## src/rtl/imhdk_pkg.sv

```systemverilog
// Shared types and constants for the indexed min-heap with decrease-key.
package imhdk_pkg;

    localparam int NODE_COUNT = 1024;
    localparam int KEY_WIDTH  = 32;
    localparam int NODE_W     = $clog2(NODE_COUNT);
    localparam int CNT_W      = $clog2(NODE_COUNT + 1);
    localparam int IDX_W      = NODE_W + 2;
    localparam int HOPS_W     = 16;
    localparam int ACT_W      = 2;
    localparam int STAT_W     = 3;
    localparam int QDEPTH     = 2;
    localparam int QPTR_W     = 1;
    localparam int QCNT_W     = 2;

    localparam logic [ACT_W-1:0] ACT_PUSH      = 2'd0;
    localparam logic [ACT_W-1:0] ACT_POP       = 2'd1;
    localparam logic [ACT_W-1:0] ACT_CLEAR     = 2'd2;
    localparam logic [ACT_W-1:0] ACT_CLEAR_ALT = 2'd3;

    localparam logic [STAT_W-1:0] ST_INSERTED       = 3'd0;
    localparam logic [STAT_W-1:0] ST_LOWERED        = 3'd1;
    localparam logic [STAT_W-1:0] ST_IGN_FINISHED   = 3'd2;
    localparam logic [STAT_W-1:0] ST_IGN_NOT_BETTER = 3'd3;
    localparam logic [STAT_W-1:0] ST_POPPED         = 3'd4;
    localparam logic [STAT_W-1:0] ST_EMPTY          = 3'd5;
    localparam logic [STAT_W-1:0] ST_CLEARED        = 3'd6;

    typedef enum logic [1:0] {
        OP_PUSH   = 2'd0,
        OP_POP    = 2'd1,
        OP_CLEAR  = 2'd2,
        OP_REJECT = 2'd3
    } t_op;

    typedef enum logic [1:0] {
        PT_UNSEEN   = 2'd0,
        PT_QUEUED   = 2'd1,
        PT_FINISHED = 2'd2
    } t_pos_tag;

    typedef struct packed {
        t_pos_tag            tag;
        logic [NODE_W-1:0]   slot;
    } t_pos;

    typedef struct packed {
        logic [KEY_WIDTH-1:0] key;
        logic [HOPS_W-1:0]    hops;
        logic [NODE_W-1:0]    node;
    } t_entry;

    localparam int ENTRY_W = $bits(t_entry);
    localparam int POS_W   = $bits(t_pos);

    typedef struct packed {
        logic [ACT_W-1:0]     action;
        logic [NODE_W-1:0]    node_id;
        logic [KEY_WIDTH-1:0] key;
        logic [HOPS_W-1:0]    hop_count;
    } t_in;

    typedef struct packed {
        logic [STAT_W-1:0]    status;
        logic [NODE_W-1:0]    out_node;
        logic [KEY_WIDTH-1:0] out_key;
        logic [HOPS_W-1:0]    out_hops;
        logic [CNT_W-1:0]     heap_count;
    } t_out;

    typedef struct packed {
        t_op                  op;
        logic [NODE_W-1:0]    node;
        logic [KEY_WIDTH-1:0] key;
        logic [HOPS_W-1:0]    hops;
    } t_cmd;

    typedef struct packed {
        logic valid;
        t_cmd cmd;
    } t_cmd_beat;

endpackage

```

## src/rtl/imhdk_front.sv

```systemverilog
// Front end: takes input beats, classifies the action and queues commands.
module imhdk_front (
    input  logic              i_clk,
    input  logic              i_rst_n,
    input  logic              i_in_valid,
    input  imhdk_pkg::t_in    i_in,
    input  logic              i_hold,
    output logic              o_in_stall,
    output imhdk_pkg::t_cmd_beat o_cmd,
    input  logic              i_cmd_pop
);

    imhdk_pkg::t_cmd               r_q [imhdk_pkg::QDEPTH];
    logic [imhdk_pkg::QPTR_W-1:0]  r_wp, n_wp;
    logic [imhdk_pkg::QPTR_W-1:0]  r_rp, n_rp;
    logic [imhdk_pkg::QCNT_W-1:0]  r_cnt, n_cnt;
    imhdk_pkg::t_cmd               cls;
    logic                          push;
    logic                          pop;

    // decode action; both upper codes mean clear
    always_comb begin
        cls.node = i_in.node_id;
        cls.key  = i_in.key;
        cls.hops = i_in.hop_count;
        if (i_in.action == imhdk_pkg::ACT_CLEAR || i_in.action == imhdk_pkg::ACT_CLEAR_ALT) begin
            cls.op = imhdk_pkg::OP_CLEAR;
        end else if (i_in.action == imhdk_pkg::ACT_POP) begin
            cls.op = imhdk_pkg::OP_POP;
        end else if (32'(i_in.node_id) >= imhdk_pkg::NODE_COUNT) begin
            cls.op = imhdk_pkg::OP_REJECT;
        end else begin
            cls.op = imhdk_pkg::OP_PUSH;
        end
    end

    assign o_in_stall = (r_cnt == imhdk_pkg::QCNT_W'(imhdk_pkg::QDEPTH)) || i_hold;
    assign push       = i_in_valid && !o_in_stall;
    assign pop        = i_cmd_pop && (r_cnt != '0);

    assign o_cmd.valid = (r_cnt != '0);
    assign o_cmd.cmd   = r_q[r_rp];

    always_comb begin
        n_wp  = push ? r_wp + 1'b1 : r_wp;
        n_rp  = pop  ? r_rp + 1'b1 : r_rp;
        n_cnt = r_cnt + imhdk_pkg::QCNT_W'(push) - imhdk_pkg::QCNT_W'(pop);
    end

    always_ff @(posedge i_clk) begin
        if (!i_rst_n) begin
            r_wp  <= '0;
            r_rp  <= '0;
            r_cnt <= '0;
        end else begin
            r_wp  <= n_wp;
            r_rp  <= n_rp;
            r_cnt <= n_cnt;
        end
    end

    always_ff @(posedge i_clk) begin
        if (push) begin
            r_q[r_wp] <= cls;
        end
    end

endmodule

```

## config.mk

```make
export PLATFORM = sky130hd
export DESIGN_NAME = imhdk_front
export DESIGN_NICKNAME = d
export VERILOG_FILES = /design/src/rtl/imhdk_pkg.sv /design/src/rtl/imhdk_front.sv
export SDC_FILE = /design/constraint.sdc
export NUM_CORES = 1
export LEC_CHECK = 0
export BUFFER_PORTS_ARGS = -buffer_cell sky130_fd_sc_hd__buf_2
export CELL_PAD_IN_SITES_DETAIL_PLACEMENT = 1
export CELL_PAD_IN_SITES_GLOBAL_PLACEMENT = 1
export CORE_ASPECT_RATIO = 1.25
export CORE_MARGIN = 10
export CORE_UTILIZATION = 25
export DETAILED_ROUTE_END_ITERATION = 7
export PLACE_DENSITY = 0.56
export SLEW_MARGIN = 20
export SYNTH_ARGS = -nofsm -noshare
export SYNTH_HDL_FRONTEND = slang
export SYNTH_SLANG_ARGS = --single-unit
```

## constraint.sdc

```tcl
create_clock -name i_clk -period 3.4 [get_ports i_clk]
set_input_delay 0.17 -clock i_clk [delete_from_list [all_inputs] [get_ports i_clk]]
set_output_delay 0.17 -clock i_clk [all_outputs]
set_load 0.02 [all_outputs]
```

==> summary.txt <==
Status
  – Run status: complete, no violations

STA
  – Final Hold Violating Endpoints: 0
  – Clock skew: 5.85 ps
  – Slew HR: 42.0%
  – Unrepaired setup endpoints after global routing: false
  – # setup viols final: 0
  – Max Clk Rate: roughly 420 MHz
  – Minimum clock period: 2360 ps
  – Slew Viols, Final: 0
  – Worst-Margin Slew: 870 ps
  – Slack of the critical path: between 1000 and 1500 ps
  – Final period util: 69.4%

Route
  – Vias/cell: ~3.8
  – Antenna Nets Post-Route: 0
  – Violation count after the first detailed-route iteration: 86
  – Router iterations before antenna repair: 4
  – Average wire per cell in the routed design: around 16 microns
  – Vias after detailed routing: 2639
  – DRT Wirelength: about 11 mm
  – Drc violations: 0

Synth
  – #FFs+latches synth: 125
  – Ys Warns: 0
  – Asr flop ratio synth: 0%
  – Mean Syn Cell Area: around 23 sq um
  – Netlist Area Pre-Place: 4890 sq um
  – Main synth FF type: edfxtp_1
  – Distinct cells, synth: 18
  – EDFF count, synth: 120
  – Syn Nets: 282
  – Post-Syn Instances: 215
  – Seq/Total Area, Yosys: between 70% and 80%

Min path
  – HP Class: input pin to register

Setup path
  – Setup crit end kind: primary output
  – WP data required: ~3200 ps
  – CP Launch Type: register
  – Crit path DAT: 2190 ps
  – Setup CP Type: register to primary output
  – CP Max Fanout: 41

Clocking
  – Worst-path clk slew: 50 ps
  – TritonCTS clock tree: built
  – Number of gates resized after CTS: 0
  – Clk Latency, worst-skew pair: 400 ps
  – Root Buffer: clkbuf_16
  – Num CTS Buffers: 17
  – Post-CTS Setup Repair Bufs: 0
  – Max clock buf depth: 2
  – Hold_buf cts: 59
  – CTS Sinks: 125
  – CTS H-tree lvls: 4

Floorplan
  – FP Rows: 57
  – Chip width: 145 microns
  – Initial core utilization: 25.3%
  – Core area: 19300 sq um
  – Die Area: 25600 sq um
  – Die Y: 176 microns
  – IO Pins: 127

Pwr
  – Cell Pwr Density: 685 nW/um^2
  – Leak Pwr: 2.69 nW
  – Power Total: 4.77 mW
  – Peak supply drop: 0.000276 V

Place
  – Placement Setup Slack: between 1000 and 1500 ps
  – Dpl hpwl: 7.06 mm
  – Number of I/O port buffers: 126
  – Gpl congestion: 0.639

Job
  – Max-cap violations: 0

Global route
  – Grt total ovfl: 0
  – Vias in the first global route: about 3100
  – Initial antenna violation count: 2
  – Maximum number of pins on one net before global-route repair: 54
  – First-pass GRT wire length: 17.3 mm
  – Gr usage total: 8.89%

Cells and area
  – Layout cell share with drive strength beyond 1: 51.9%
  – Fillers: ~2000
  – Syn-to-layout area delta: 42.5%
  – Nets@finish: 482
## state kept, by name (all words and copies together) (netlist names), named ones only
name / count
r_q: 120
r_cnt: 2
r_wp: 1
r_rp: 1
## power breakdown
group	leakage (nW)	total (mW)	internal, mW	switching (mW)
logic	1.27	1.06	0.540	0.519
registers	1.14	1.95	1.82	0.126
clock network	0.278	1.77	1.14	0.626
## stage by stage
step / instances / TNS, ps / util, % / area (sq um) / hold WS, ps
6_report: 695 / 0 / 36.0 / 6970 / 53.8
5_1_grt: 695 / 0 / 36.0 / 6970 / 47.5
4_1_cts: 693 / 0 / 36.0 / 6960 / 29.9
3_5_place_dp: 602 / 0 / 30.0 / 5790 / 362
3_3_place_gp: 602 / 0 / 30.0 / 5790 / 360
2_1_floorplan: 215 / -27420 / - / 4890 / 269
## cell usage in the layout (no fill, tap or decap), types with 2 or more instances in the layout
cell and n:
mux2_4 60, buf_4 2, bufinv_16 3, clkbuf_16 17
clkinv_1 2, inv_1 2, buf_2 126, diode_2 2
ha_1 2, edfxtp_1 120, clkinvlp_4 3, nand2_1 2
clkbuf_1 2, nand2b_1 2, nor2_4 2, and2_1 2
dfxtp_1 4, buf_12 2, xnor2_1 3, dlygate4sd3_1 59
clkinv_2 4, nor2b_1 3
## synthesized netlist by cell type, types with 2 or more instances
| master | n | area share (%) |
|---|---|---|
| nand2b_1 | 2 | 0.26 |
| ha_1 | 2 | 0.51 |
| buf_12 | 6 | 2.5 |
| nand2_1 | 2 | 0.15 |
| xnor2_1 | 3 | 0.54 |
| nor2b_1 | 3 | 0.38 |
| inv_1 | 2 | 0.15 |
| and2_1 | 2 | 0.26 |
| mux2_4 | 60 | 18 |
| nor2_1 | 2 | 0.15 |
| dfxtp_1 | 5 | 2.0 |
| edfxtp_1 | 120 | 74 |
## worst paths after layout
path	startpoint	endpoint	slack (ps)	cells after the start
setup reg to reg	r_cnt[0]$_SDFF_PN0_	r_cnt[1]$_SDFF_PN0_	1510	8
hold reg to reg	r_wp$_SDFFE_PN0P_	r_wp$_SDFFE_PN0P_	520	2
hold / removal	i_rst_n	r_cnt[1]$_SDFF_PN0_	50	2
setup / recovery	register	o_cmd[51]	1040	3
## cell families after synthesis
| group | count (synthesis) | share of synthesized area (%) |
|---|---|---|
| XOR/XNOR | 3 | 0.538 |
| AND/OR/NAND/NOR | 13 | 1.48 |
| buffers and inverters | 10 | 2.92 |
| multiplexers | 61 | 18.6 |
| AO/OA/AOI/OAI | 1 | 0.154 |
| adder cells (fa/ha/maj) | 2 | 0.512 |
| flip-flops | 125 | 75.8 |
## metal layers
layer / GRT usage [%] / share of wire [%]
met1: 9.53 / 43
met2: 15.0 / 51
met3: 3.69 / 4.7
met4: 4.26 / 1.8
met5: 0 / 0
## layout make-up
cell class                      count  area, sq um  share of cell area (%)
Inverter                            2         7.51                   0.108
Clock buffer                       19          433                    6.21
Sequential cell                   125         3710                    53.2
Multi-Input combinational cell     80         1060                    15.2
Clock inverter                     13          149                    2.14
Tap cell                          265          332                    4.76
Timing Repair Buffer              189         1280                    18.3
Antenna cell                        2         5.00                  0.0718
## critical path, stage by stage (launching register included)
cell and delay [ps]:
dfxtp_4 910, buf_4 370, mux2_4 330, buf_2 160
(Power assumes the default switching activity.)
